$ cat config.mk
export PLATFORM = sky130hd
export DESIGN_NAME = integer_to_ascii_formatter_top
export DESIGN_NICKNAME = d
export VERILOG_FILES = /design/src/sv/i2a_pkg.sv /design/src/sv/i2a_ram.sv /design/src/sv/integer_to_ascii_formatter_top.sv
export SDC_FILE = /design/constraint.sdc
export NUM_CORES = 1
export LEC_CHECK = 0
export BUFFER_PORTS_ARGS = -buffer_cell sky130_fd_sc_hd__buf_2
export CAP_MARGIN = 20
export CORE_MARGIN = 5
export CORE_UTILIZATION = 65
export CTS_CLUSTER_SIZE = 25
export DETAILED_ROUTE_END_ITERATION = 10
export PLACE_DENSITY = 0.85
export SLEW_MARGIN = 15
export SYNTH_ARGS = -nofsm -noshare
export SYNTH_HDL_FRONTEND = slang
export SYNTH_HIERARCHICAL = 1
export SYNTH_SLANG_ARGS = --single-unit
$ cat constraint.sdc
create_clock -name clk -period 11.6 [get_ports clk]
set_input_delay 0 -clock clk [delete_from_list [all_inputs] [get_ports clk]]
set_output_delay 0 -clock clk [all_outputs]
set_load 0.01 [all_outputs]
$ cat src/sv/i2a_pkg.sv
// Shared types, codes, constants and helper functions of the integer-to-ASCII formatter.
`timescale 1ns / 1ps
`default_nettype none

package i2a_pkg;

	// Default sizes of the digit store and of the field width limit.
	localparam int MAX_DIGITS_DEF = 32;
	localparam int MAX_WIDTH_DEF  = 62;

	// Field widths of the request and result items.
	localparam int FUNC_W    = 3;
	localparam int VALUE_W   = 64;
	localparam int FW_W      = 6;
	localparam int CHAR_W    = 8;
	localparam int IN_DATA_W = 72;

	// Double-dabble register: 20 BCD digits cover any 64-bit magnitude.
	localparam int BCD_DIGITS = 20;
	localparam int BCD_W      = 4 * BCD_DIGITS;
	localparam int ITER_W     = 7;

	// Sign plus digits, up to MAX_DIGITS + 1.
	localparam int LEN_W = 7;

	// Conversion kinds.
	localparam logic [FUNC_W-1:0] FN_DEC32  = 3'd0;
	localparam logic [FUNC_W-1:0] FN_DEC64  = 3'd1;
	localparam logic [FUNC_W-1:0] FN_HEX32  = 3'd2;
	localparam logic [FUNC_W-1:0] FN_HEX64  = 3'd3;
	localparam logic [FUNC_W-1:0] FN_HEXU32 = 3'd4;
	localparam logic [FUNC_W-1:0] FN_BIN32  = 3'd5;
	localparam logic [FUNC_W-1:0] FN_PTR    = 3'd6;
	localparam logic [FUNC_W-1:0] FN_NONE   = 3'd7;

	// Fixed characters.
	localparam logic [CHAR_W-1:0] CH_ZERO  = 8'h30;
	localparam logic [CHAR_W-1:0] CH_SPACE = 8'h20;
	localparam logic [CHAR_W-1:0] CH_MINUS = 8'h2D;
	localparam logic [CHAR_W-1:0] CH_X_LO  = 8'h78;
	localparam logic [CHAR_W-1:0] CH_X_UP  = 8'h58;
	localparam logic [CHAR_W-1:0] CH_A_LO  = 8'h61;
	localparam logic [CHAR_W-1:0] CH_A_UP  = 8'h41;

	// Sequencer states.
	typedef enum logic [3:0] {
		ST_IDLE,
		ST_CONV,
		ST_PEEL,
		ST_PREP,
		ST_PFX0,
		ST_PFX1,
		ST_SIGN_A,
		ST_PAD,
		ST_SIGN_B,
		ST_DIGITS
	} state_t;

	// Maps one digit value to its ASCII character.
	function automatic logic [CHAR_W-1:0] hex_char(input logic [3:0] nib, input logic upper);
		logic [CHAR_W-1:0] res;
		if (nib < 4'd10) begin
			res = CH_ZERO + {4'b0, nib};
		end else if (upper) begin
			res = CH_A_UP + {4'b0, nib} - 8'd10;
		end else begin
			res = CH_A_LO + {4'b0, nib} - 8'd10;
		end
		return res;
	endfunction

	// Adds 3 to every BCD digit that is 5 or more, ahead of the next shift.
	function automatic logic [BCD_W-1:0] bcd_adjust(input logic [BCD_W-1:0] d);
		logic [BCD_W-1:0] res;
		logic [3:0]       nib;
		for (int i = 0; i < BCD_DIGITS; i++) begin
			nib = d[4*i +: 4];
			res[4*i +: 4] = (nib >= 4'd5) ? nib + 4'd3 : nib;
		end
		return res;
	endfunction

endpackage

`default_nettype wire

$ cat src/sv/i2a_ram.sv
// Generic single-write, single-read RAM with registered read data.
`timescale 1ns / 1ps
`default_nettype none

module i2a_ram #(
	parameter int WIDTH = 8,
	parameter int DEPTH = 32
) (
	input  wire logic                     clk,
	input  wire logic                     we,
	input  wire logic [$clog2(DEPTH)-1:0] waddr,
	input  wire logic [WIDTH-1:0]         wdata,
	input  wire logic [$clog2(DEPTH)-1:0] raddr,
	output logic      [WIDTH-1:0]         rdata
);

	logic [WIDTH-1:0] mem_q [DEPTH];

	// Write port and registered read port.
	always_ff @(posedge clk) begin
		if (we) begin
			mem_q[waddr] <= wdata;
		end
		rdata <= mem_q[raddr];
	end

endmodule

`default_nettype wire

$ cat src/sv/integer_to_ascii_formatter_top.sv
// Top level of the integer-to-ASCII formatter: sequencer, shared digit unit and output register.
`timescale 1ns / 1ps
`default_nettype none

// Converts one number per request into ASCII text (signed decimal, hex with a 0x or 0X prefix,
// binary, or pointer) and sends it one character per result, with tlast on the final
// character. The request carries the kind in s_tuser and the value, minimum width and zero-pad
// flag in s_tdata. A request is taken only while the block is idle; func 7 is taken and
// produces no text. A conversion is accepted, then, for the decimal kinds only, the
// shift-and-add-3 binary-to-BCD unit takes in all 32 (32-bit decimal) or 64 (64-bit decimal)
// value bits, then the same shift register peels the digits into the digit store, one digit per
// cycle, then a setup step follows, and the characters go out one per cycle while the sink keeps
// tready high. The output register lets the next request be taken while the final character
// still waits for the sink.

module integer_to_ascii_formatter_top
	import i2a_pkg::*;
#(
	parameter int MAX_DIGITS = MAX_DIGITS_DEF,
	parameter int MAX_WIDTH  = MAX_WIDTH_DEF
) (
	input  wire logic                 clk,
	input  wire logic                 arst_n,
	input  wire logic                 s_tvalid,
	output logic                      s_tready,
	// value [63:0], width [69:64], zero-pad flag [70], unused bit [71]
	input  wire logic [IN_DATA_W-1:0] s_tdata,
	// func [2:0]
	input  wire logic [FUNC_W-1:0]    s_tuser,
	output logic                      m_tvalid,
	input  wire logic                 m_tready,
	// character [7:0]
	output logic      [CHAR_W-1:0]    m_tdata,
	output logic                      m_tlast
);

	localparam int ADDR_W = $clog2(MAX_DIGITS);
	localparam int CNT_W  = $clog2(MAX_DIGITS + 1);

	state_t state_q, state_d;

	// Request fields.
	logic [FUNC_W-1:0]  in_func;
	logic [VALUE_W-1:0] in_value;
	logic [FW_W-1:0]    in_width;
	logic               in_pz;
	logic               in_fire;
	logic               in_dec;
	logic               in_neg;
	logic [31:0]        mag32;
	logic [VALUE_W-1:0] mag64;
	logic [VALUE_W-1:0] hex_val;
	logic [FW_W-1:0]    w_clamp;
	logic [FW_W-1:0]    w_eff;

	// Item registers.
	logic [FUNC_W-1:0]  kind_q;
	logic               neg_q;
	logic               pz_q;
	logic [FW_W-1:0]    w_q;
	logic [VALUE_W-1:0] bin_q;
	logic [BCD_W-1:0]   dig_q;
	logic [ITER_W-1:0]  iter_q;
	logic [CNT_W-1:0]   cnt_q;
	logic [ADDR_W-1:0]  idx_q, idx_d;
	logic [FW_W-1:0]    pad_q;

	// Shared digit unit.
	logic [BCD_W-1:0]   dab_adj;
	logic [BCD_W-1:0]   dig_shift;
	logic [3:0]         peel_nib;
	logic [CHAR_W-1:0]  peel_char;
	logic               peel_done;
	logic               is_bin;
	logic               is_upper;
	logic               has_prefix;

	// Padding and emission.
	logic [LEN_W-1:0]   len;
	logic [FW_W-1:0]    pad_calc;
	logic [FW_W-1:0]    pad_sel;
	state_t             body_first;
	logic               out_free;
	logic               emit;
	logic [CHAR_W-1:0]  emit_char;
	logic               emit_last;
	logic               ram_we;
	logic [CHAR_W-1:0]  ram_rdata;

	// Output register.
	logic               m_valid_q;
	logic [CHAR_W-1:0]  m_data_q;
	logic               m_last_q;

	// Unpack the request.
	assign in_func  = s_tuser;
	assign in_value = s_tdata[VALUE_W-1:0];
	assign in_width = s_tdata[VALUE_W +: FW_W];
	assign in_pz    = s_tdata[VALUE_W + FW_W];
	assign s_tready = (state_q == ST_IDLE);
	assign in_fire  = s_tvalid && s_tready;

	// Sign, magnitude and effective width of the incoming number.
	always_comb begin
		in_dec  = (in_func == FN_DEC32) || (in_func == FN_DEC64);
		in_neg  = ((in_func == FN_DEC32) && in_value[31]) ||
		          ((in_func == FN_DEC64) && in_value[VALUE_W-1]);
		mag32   = in_value[31] ? 32'(32'd0 - in_value[31:0]) : in_value[31:0];
		mag64   = in_value[VALUE_W-1] ? VALUE_W'(64'd0 - in_value) : in_value;
		hex_val = (in_func == FN_HEX64) ? in_value : {32'b0, in_value[31:0]};
		w_clamp = (in_width > FW_W'(MAX_WIDTH)) ? FW_W'(MAX_WIDTH) : in_width;
		if (in_func == FN_PTR) begin
			w_eff = (w_clamp > 6'd2) ? w_clamp - 6'd2 : '0;
		end else begin
			w_eff = w_clamp;
		end
	end

	// Digit unit: BCD adjust for conversion, right shift and digit lookup for peeling.
	always_comb begin
		is_bin     = (kind_q == FN_BIN32);
		is_upper   = (kind_q == FN_HEXU32);
		has_prefix = (kind_q == FN_HEX32) || (kind_q == FN_HEX64) ||
		             (kind_q == FN_HEXU32) || (kind_q == FN_PTR);
		dab_adj    = bcd_adjust(dig_q);
		dig_shift  = is_bin ? (dig_q >> 1) : (dig_q >> 4);
		peel_nib   = is_bin ? {3'b0, dig_q[0]} : dig_q[3:0];
		peel_char  = hex_char(peel_nib, is_upper);
		peel_done  = (dig_shift == '0);
	end

	// Padding needed ahead of the digits, with the sign before zero padding and after space padding.
	always_comb begin
		len      = LEN_W'(cnt_q) + LEN_W'(neg_q);
		pad_calc = ({1'b0, w_q} > len) ? FW_W'({1'b0, w_q} - len) : '0;
		pad_sel  = (state_q == ST_PREP) ? pad_calc : pad_q;
		if (neg_q && pz_q && (pad_sel != '0)) begin
			body_first = ST_SIGN_A;
		end else if (pad_sel != '0) begin
			body_first = ST_PAD;
		end else if (neg_q) begin
			body_first = ST_SIGN_B;
		end else begin
			body_first = ST_DIGITS;
		end
	end

	// Next state.
	always_comb begin
		state_d = state_q;
		unique case (state_q)
			ST_IDLE: begin
				if (in_fire && (in_func != FN_NONE)) begin
					state_d = in_dec ? ST_CONV : ST_PEEL;
				end
			end
			ST_CONV: begin
				if (iter_q == ITER_W'(1)) begin
					state_d = ST_PEEL;
				end
			end
			ST_PEEL: begin
				if (peel_done) begin
					state_d = ST_PREP;
				end
			end
			ST_PREP: begin
				state_d = has_prefix ? ST_PFX0 : body_first;
			end
			ST_PFX0: begin
				if (emit) begin
					state_d = ST_PFX1;
				end
			end
			ST_PFX1: begin
				if (emit) begin
					state_d = body_first;
				end
			end
			ST_SIGN_A: begin
				if (emit) begin
					state_d = ST_PAD;
				end
			end
			ST_PAD: begin
				if (emit && (pad_q == FW_W'(1))) begin
					state_d = (neg_q && !pz_q) ? ST_SIGN_B : ST_DIGITS;
				end
			end
			ST_SIGN_B: begin
				if (emit) begin
					state_d = ST_DIGITS;
				end
			end
			ST_DIGITS: begin
				if (emit && (idx_q == '0)) begin
					state_d = ST_IDLE;
				end
			end
			default: begin
				state_d = ST_IDLE;
			end
		endcase
	end

	// Sequencer outputs: character to emit, store write and store read index.
	assign out_free = !m_valid_q || m_tready;

	always_comb begin
		emit      = 1'b0;
		emit_char = CH_ZERO;
		emit_last = 1'b0;
		ram_we    = 1'b0;
		idx_d     = idx_q;
		unique case (state_q)
			ST_PEEL: begin
				ram_we = (cnt_q < CNT_W'(MAX_DIGITS));
			end
			ST_PREP: begin
				idx_d = ADDR_W'(cnt_q - CNT_W'(1));
			end
			ST_PFX0: begin
				emit      = out_free;
				emit_char = CH_ZERO;
			end
			ST_PFX1: begin
				emit      = out_free;
				emit_char = is_upper ? CH_X_UP : CH_X_LO;
			end
			ST_SIGN_A, ST_SIGN_B: begin
				emit      = out_free;
				emit_char = CH_MINUS;
			end
			ST_PAD: begin
				emit      = out_free;
				emit_char = pz_q ? CH_ZERO : CH_SPACE;
			end
			ST_DIGITS: begin
				emit      = out_free;
				emit_char = ram_rdata;
				emit_last = (idx_q == '0);
				if (out_free) begin
					idx_d = idx_q - ADDR_W'(1);
				end
			end
			default: begin
				emit = 1'b0;
			end
		endcase
	end

	// State register.
	always_ff @(posedge clk or negedge arst_n) begin
		if (!arst_n) begin
			state_q <= ST_IDLE;
		end else begin
			state_q <= state_d;
		end
	end

	// Item registers and the shared shift register.
	always_ff @(posedge clk or negedge arst_n) begin
		if (!arst_n) begin
			idx_q  <= '0;
			kind_q <= FN_DEC32;
			neg_q  <= 1'b0;
			pz_q   <= 1'b0;
			w_q    <= '0;
			bin_q  <= '0;
			dig_q  <= '0;
			iter_q <= '0;
			cnt_q  <= '0;
			pad_q  <= '0;
		end else begin
			idx_q <= idx_d;
			unique case (state_q)
				ST_IDLE: begin
					if (in_fire) begin
						kind_q <= in_func;
						neg_q  <= in_neg;
						pz_q   <= in_pz;
						w_q    <= w_eff;
						cnt_q  <= '0;
						if (in_dec) begin
							bin_q  <= (in_func == FN_DEC32) ? {mag32, 32'b0} : mag64;
							dig_q  <= '0;
							iter_q <= (in_func == FN_DEC32) ? ITER_W'(32) : ITER_W'(64);
						end else begin
							dig_q <= BCD_W'(hex_val);
						end
					end
				end
				ST_CONV: begin
					dig_q  <= {dab_adj[BCD_W-2:0], bin_q[VALUE_W-1]};
					bin_q  <= bin_q << 1;
					iter_q <= iter_q - ITER_W'(1);
				end
				ST_PEEL: begin
					dig_q <= dig_shift;
					if (cnt_q < CNT_W'(MAX_DIGITS)) begin
						cnt_q <= cnt_q + CNT_W'(1);
					end
				end
				ST_PREP: begin
					pad_q <= pad_calc;
				end
				ST_PAD: begin
					if (emit) begin
						pad_q <= pad_q - FW_W'(1);
					end
				end
				default: begin
					pad_q <= pad_q;
				end
			endcase
		end
	end

	// Digit store, least significant digit first.
	i2a_ram #(
		.WIDTH(CHAR_W),
		.DEPTH(MAX_DIGITS)
	) u_digit_store (
		.clk   (clk),
		.we    (ram_we),
		.waddr (cnt_q[ADDR_W-1:0]),
		.wdata (peel_char),
		.raddr (idx_d),
		.rdata (ram_rdata)
	);

	// Output register.
	always_ff @(posedge clk or negedge arst_n) begin
		if (!arst_n) begin
			m_valid_q <= 1'b0;
		end else if (emit) begin
			m_valid_q <= 1'b1;
		end else if (m_tready) begin
			m_valid_q <= 1'b0;
		end
	end

	always_ff @(posedge clk) begin
		if (emit) begin
			m_data_q <= emit_char;
			m_last_q <= emit_last;
		end
	end

	assign m_tvalid = m_valid_q;
	assign m_tdata  = m_data_q;
	assign m_tlast  = m_last_q;

	// The digit count never runs past the store.
	a_cnt_bound: assert property (@(posedge clk) disable iff (!arst_n)
		(cnt_q <= CNT_W'(MAX_DIGITS)))
		else $error("digit count beyond store depth");

	// At least one digit is stored before emission is set up.
	a_prep_digits: assert property (@(posedge clk) disable iff (!arst_n)
		(state_q == ST_PREP) |-> (cnt_q != '0))
		else $error("no digit stored at setup");

	// Padding state is only entered with padding left to send.
	a_pad_left: assert property (@(posedge clk) disable iff (!arst_n)
		(state_q == ST_PAD) |-> (pad_q != '0))
		else $error("padding state with no padding left");

	// Handing over the final digit returns the block to idle.
	a_last_idle: assert property (@(posedge clk) disable iff (!arst_n)
		(emit && emit_last) |=> (state_q == ST_IDLE))
		else $error("sequencer not idle after final character");

endmodule

`default_nettype wire

==> results of run 1 <==
## metrics by stage
step / utilization / hold slack [ps] / cells / power [mW] / setup WS [ps]
final: 0.742 / 111 / 3035 / 7.63 / 6800
after global routing: 0.742 / 209 / 3033 / 8.04 / 6410
after CTS: 0.741 / 153 / 3031 / 7.53 / 6770
after detailed placement: 0.676 / 221 / 2850 / 5.88 / 6860
after global placement: 0.676 / 216 / 2849 / 5.68 / 6960
after floorplan: - / -296 / 2406 / 4.96 / 7960
## layer usage
layer  share of wire  global-route usage  vias to the layer above
li1                -                   -                     9039
met1            0.35               0.441                    10100
met2            0.48               0.585                     1399
met3           0.096              0.0767                      357
met5         0.00046                   0                        -
met4           0.067               0.203                        6
## flip-flops by register name, summed over array words and instances, names as in the netlist
register and count:
bin_q 64, cnt_q 6, dig_q 80, idx_q 5, iter_q 7, kind_q 3, m_tdata 8, m_tlast 1
m_tvalid 1, neg_q 1, pad_q 6, pz_q 1, state_q 4, u_digit_store/mem_q 256, u_digit_store/rdata 8, w_q 6
## cells in the final DEF (no fill, tap or decap), types with 74 or more instances in the layout
cell           count
nand2_1          266
o21ai_0          113
xnor2_1           74
edfxtp_1         265
a21oi_1          204
mux4_2            80
dlygate4sd3_1     94
buf_2             87
nor2_1           247
dfrtp_1          183
## worst paths after layout
kind,slack (ps),cells after the start,end,from
worst min-delay path,110,2,idx_q[0],arst_n
max in group asynchronous,9860,3,dig_q[0],arst_n
min in group clk,250,5,bin_q[19],s_tdata[63]
worst max-delay path,6800,11,u_digit_store/rdata[0],state_q[2]
worst min register to register,490,2,bin_q[21],bin_q[21]
worst max register to register,6800,11,u_digit_store/rdata[0],state_q[2]
## layout make-up
cell class	count	area, µm²
sequential	457	12700
multi-input combinational	1701	11800
fill	2434	9920
timing repair buffer	211	1630
clock buffer	64	1290
tap	518	648
clock inverter	23	272
inverter	59	221
antenna	2	5.00
## power breakdown
part	switching [mW]	internal, mW	total [mW]
sequential	0.452	2.21	2.67
clock	0.673	0.879	1.55
combinational	2.04	1.37	3.41
## kinds of logic after synthesis
logic type	count (synthesis)	synth area share
simple gates	792	0.149
compound gates	602	0.157
flops	457	0.505
buf+inv	248	0.0389
xor+xnor	111	0.0386
mux	104	0.0817
fa+ha+maj	60	0.0301
other cells	1	0.000149
==> summary.txt, run 1 <==
Status
  – Status: complete, no violations

Routing
  – Routed WL: 76.2 mm
  – Residual DRC count: 0
  – ANT nets after route: 0
  – Router iterations before antenna repair: 7
  – 1st-iter DRT viols: 2,913
  – Vias: 20,900
  – DR vias/cell: 6.88
  – Drt wl/cell: 25.1 µm

Timing
  – Final hold violations: 0
  – Min Tclk post-route: 4800 ps
  – Max_slew headroom: 0.258
  – Slew Limit Fails: 0
  – Worst-Margin Slew: 1110 ps
  – # setup viols final: 0
  – Setup TNS: 0 ps
  – Fmax: 208 MHz
  – RSZ-0062 raised after global routing: no
  – Crit share post-route: 0.414
  – Final Skew: 22.5 ps

CTS
  – H-tree depth: 2
  – Sinks on Clock Net: 457
  – Cts repair resizes: 0
  – CTS root buffer: clkbuf_16
  – TritonCTS clock tree: yes
  – Setup bufs post-CTS: 0
  – Num CTS Buffers: 48
  – Clk_lat worst skew: 610 ps
  – Clk slew on worst S/H paths: 70 ps
  – CTS hold repair buffers: 94
  – Bufs on Longest Clock Path: 3

Synthesis
  – Top-count cell post-synth: nand2_1
  – Primary FF master, synth: edfxtp_1
  – Top cells by area, synth: edfxtp_1, dfrtp_1, mux4_2
  – Post-synth EDFFs: 265
  – Avg Cell Area, Syn: 10.6 µm²
  – Seq cells post-synth: 457
  – Post-Synthesis Cell Area: 25,200 µm²
  – Synth cell count leaders: nand2_1, edfxtp_1, nor2_1
  – Sequential area share after synthesis: 0.505
  – Synth warn: 6
  – Cells after synthesis: 2,375
  – Top-area cell type share of the netlist area: 0.316
  – Post-synth cell types: 85
  – Post-synth top area cell: edfxtp_1
  – Async set-reset flop share out of synthesis: 0.403

Final layout
  – Layout cell share with drive strength beyond 1: 0.132
  – Post-layout nets: 2,617
  – Final instance area: 28,500 µm²
  – Area growth, synth to finish: 13.2%

Setup path
  – CP Buf/Inv Count: 2
  – Crit-path max cell delay: 720 ps
  – Top delay family on crit path: multiplexers
  – CP max-delay cell: buf_4
  – Max FO, Critical Path: 43
  – Critical path class: flop to flop
  – CP Capture Type: flop
  – Worst Setup Start Kind: flop
  – Worst EP arrival: 5290 ps
  – CP required: 12,090 ps
  – Critical-path cell list: nor2_1, nand3_1, nand2_1, o21ai_0, nand2_1, o221ai_4, buf_4, buf_4, mux4_2, mux4_2, mux2_2

Placement
  – Post-DP HPWL: 47.6 mm
  – Port Buffers: 88
  – Final Wtd Congestion: 0.925
  – Placed instance area: 26,000 µm²

Power
  – PwrDens: 267 nW/µm²
  – Leak: 10.3 nW
  – Maximum VDD drop: 0.213 mV

Floorplanning
  – Die Wd: 207 µm
  – Initial core utilization: 0.655
  – Die ar.: 42,800 µm²
  – Row count: 72
  – I/O Pins: 90
  – Height of the die: 207 µm
  – Core area: 38,500 µm²

Global routing
  – Largest net degree at the start of global routing: 117
  – Vias in the first global route: 20,400
  – First-pass GRT wire length: 118 mm
  – Initial antenna violation count: 4
  – GRT overflow: 0
  – Tot GR Track Use: 0.356

Run
  – Max-capacitance violation count: 0

Worst hold path
  – Min-Delay Path Class: input pin to asynchronous set/reset pin
Note: power is estimated with default switching activity, not from simulation.
==> run 2, diff against run 1 <==
- CORE_UTILIZATION: 65 -> 57
- PLACE_DENSITY: 0.85 -> 0.79
- clock period: 11.6 -> 4.3 ns (I/O delays scaled with it)
==> summary.txt, run 2 (synthesized netlist as in run 1, its figures left out) <==
Setup path
  – Max FO, Critical Path: 17 (-60%)
  – CP Capture Type: flop
  – Worst Setup Start Kind: flop
  – Worst EP arrival: 4330 ps (-960 ps)
  – Critical path class: flop to flop
  – CP required: 4810 ps (-7280 ps)
  – R2r setup slk: 480 ps (-6320 ps)

Timing
  – Final hold violations: 0 (unchanged)
  – # setup viols final: 0 (unchanged)
  – Slew Limit Fails: 0 (unchanged)
  – Max_slew headroom: 0.180 (-0.0778)
  – Worst-Margin Slew: 1230 ps (+112 ps)
  – Fmax: 262 MHz (+26%)
  – Setup TNS: 0 ps (unchanged)
  – Crit share post-route: 0.889 (+0.475)
  – RSZ-0062 raised after global routing: no
  – Final Skew: 39.1 ps (+16.5 ps)
  – Min Tclk post-route: 3820 ps (-980 ps)

Final layout
  – Layout cell share with drive strength beyond 1: 0.141 (+0.00922)
  – Commonest cells after routing, fill and taps aside: nand2_1, edfxtp_1, nor2_1
  – Number of flip-flops in the largest register: 256 (unchanged)
  – Post-layout nets: 2,636 (+0.73%)
  – Most common cell after layout, fill and taps aside: nand2_1
  – Area growth, synth to finish: 14.8%
  – Biggest register: u_digit_store/mem_q
  – Fillers: 3,197 (+31%)
  – Largest registers: u_digit_store/mem_q (256), dig_q (80), bin_q (64)

Placement
  – Final Wtd Congestion: 0.969 (+4.7%)
  – Port Buffers: 88 (unchanged)
  – Post-DP HPWL: 48.8 mm (+2.5%)

CTS
  – CTS root buffer: clkbuf_16
  – Bufs on Longest Clock Path: 3 (unchanged)
  – Setup bufs post-CTS: 0 (unchanged)
  – Sinks on Clock Net: 457 (unchanged)
  – Clk slew on worst S/H paths: 60 ps (about the same)
  – H-tree depth: 2 (unchanged)
  – TritonCTS clock tree: yes
  – Num CTS Buffers: 48 (unchanged)
  – Clk_lat worst skew: 630 ps (+20 ps)

Run
  – Max-capacitance violation count: 0 (unchanged)

Power
  – Leak: 10.4 nW (+1.5%)
  – Sequential share of power: 0.341 (-0.008)
  – Design Power: 20.8 mW (+170%)
  – Sw Ratio: 0.406 (-0.00902)
  – Clock Power Share: 0.212 (+0.009)
  – Gate power share: 0.447 (about the same)
  – Maximum VDD drop: 0.494 mV (+130%)
  – PwrDens: 718 nW/µm² (+170%)
  – P_sw: 8.43 mW (+170%)
  – Int Pwr: 12.4 mW (+180%)

Routing
  – Vias: 21,000 (+0.49%)
  – DR vias/cell: 6.71 (-2.6%)
  – 1st-iter DRT viols: 3,165 (+8.7%)
  – Residual DRC count: 0 (unchanged)
  – ANT nets after route: 0 (unchanged)
  – Drt wl/cell: 24.7 µm (-1.7%)
  – Routed WL: 77.3 mm (+1.4%)
  – Router iterations before antenna repair: 6 (-1)

Floorplanning
  – Height of the die: 220 µm (+6.5%)
  – Core area: 44,000 µm² (+14%)
  – Die ar.: 48,500 µm² (+13%)
  – Die Wd: 220 µm (+6.5%)
  – Row count: 77 (+6.9%)
  – Initial core utilization: 0.573 (-0.0828)
  – I/O Pins: 90 (unchanged)

Global routing
  – GRT overflow: 0 (unchanged)
  – Tot GR Track Use: 0.315 (-0.0408)
  – Vias in the first global route: 20,500 (+0.33%)
  – Largest net degree at the start of global routing: 114 (-2.6%)
  – First-pass GRT wire length: 119 mm (+0.53%)
  – Initial antenna violation count: 4 (unchanged)

Status
  – Status: complete, no violations

Worst hold path
  – Min-Delay Path Class: input pin to flop
-- run 2: changes by cell type in the layout (fill, tap and decap cells not counted), sizes merged --
| cell | change |
|---|---|
| clkbuf | -3 |
| dlygate4sd3 | -2 |
| buf | +21 |
| clkinvlp | +4 |
| diode | +1 |
| bufinv | +3 |
| clkinv | -3 |
-- run 2: per-stage QoR --
| stage | hold WS (ps) | util | std cells | cell area, µm² | worst slack (ps) |
|---|---|---|---|---|---|
| after floorplan | -296 | - | 2406 | 25300 | 664 |
| after global routing | 122 | 0.657 | 3130 | 28900 | 298 |
| after global placement | 62.8 | 0.596 | 2941 | 26300 | 476 |
| after detailed placement | 61.3 | 0.597 | 2942 | 26300 | 542 |
| after CTS | 36.2 | 0.656 | 3122 | 28900 | 525 |
| final | 57.1 | 0.657 | 3130 | 28900 | 479 |
-- run 2: what timing repair did --
item / 4_1_cts / 5_1_grt
hold buffers: 92 / 0
hold endpoints to repair: 208 / 0
resized for setup: 0 / 0
-- run 2: cell type report --
| type | instances | area [µm²] | share of cell area |
|---|---|---|---|
| Antenna cell | 3 | 7.51 | 0.000259 |
| Clock buffer | 61 | 1280 | 0.0442 |
| Clock inverter | 27 | 382 | 0.0132 |
| Inverter | 59 | 221 | 0.00765 |
| Multi-Input combinational cell | 1701 | 11800 | 0.406 |
| Sequential cell | 457 | 12700 | 0.440 |
| Tap cell | 592 | 741 | 0.0256 |
| Timing Repair Buffer | 230 | 1830 | 0.0634 |
-- run 2: layer usage --
layer	wire [µm]	vias up	track usage
li1	-	9085	-
met1	27600	10200	0.396
met3	7830	353	0.0646
met4	4860	0	0.168
met5	0	-	0
met2	37000	1390	0.519
-- run 2: power by group through the flow --
stage	registers, mW	logic (mW)	clock network, mW
after CTS	7.02	9.08	4.46
after global placement	7.06	8.39	0
final	7.08	9.29	4.41
after floorplan	6.56	6.81	0
after detailed placement	7.09	8.85	0
after global routing	7.17	10.1	4.66
-- run 2: critical path, stage by stage (launching register included) --
cell,delay [ps]
dfrtp_1,370
buf_4,200
nor2_1,150
nand3_1,360
nand2_1,270
o21ai_0,170
nand2_1,150
o221ai_4,320
buf_16,300
buf_12,160
mux4_2,440
mux4_2,540
mux2_2,290
-- run 2: worst paths after layout --
check	depth (start not counted)	end	from
worst max-delay path	12	u_digit_store/rdata[7]	state_q[2]
worst min-delay path	3	neg_q	s_tdata[63]
worst max register to register	12	u_digit_store/rdata[7]	state_q[2]
worst min register to register	2	bin_q[0]	bin_q[0]
max in group asynchronous	4	pad_q[0]	arst_n
min in group asynchronous	3	cnt_q[1]	arst_n
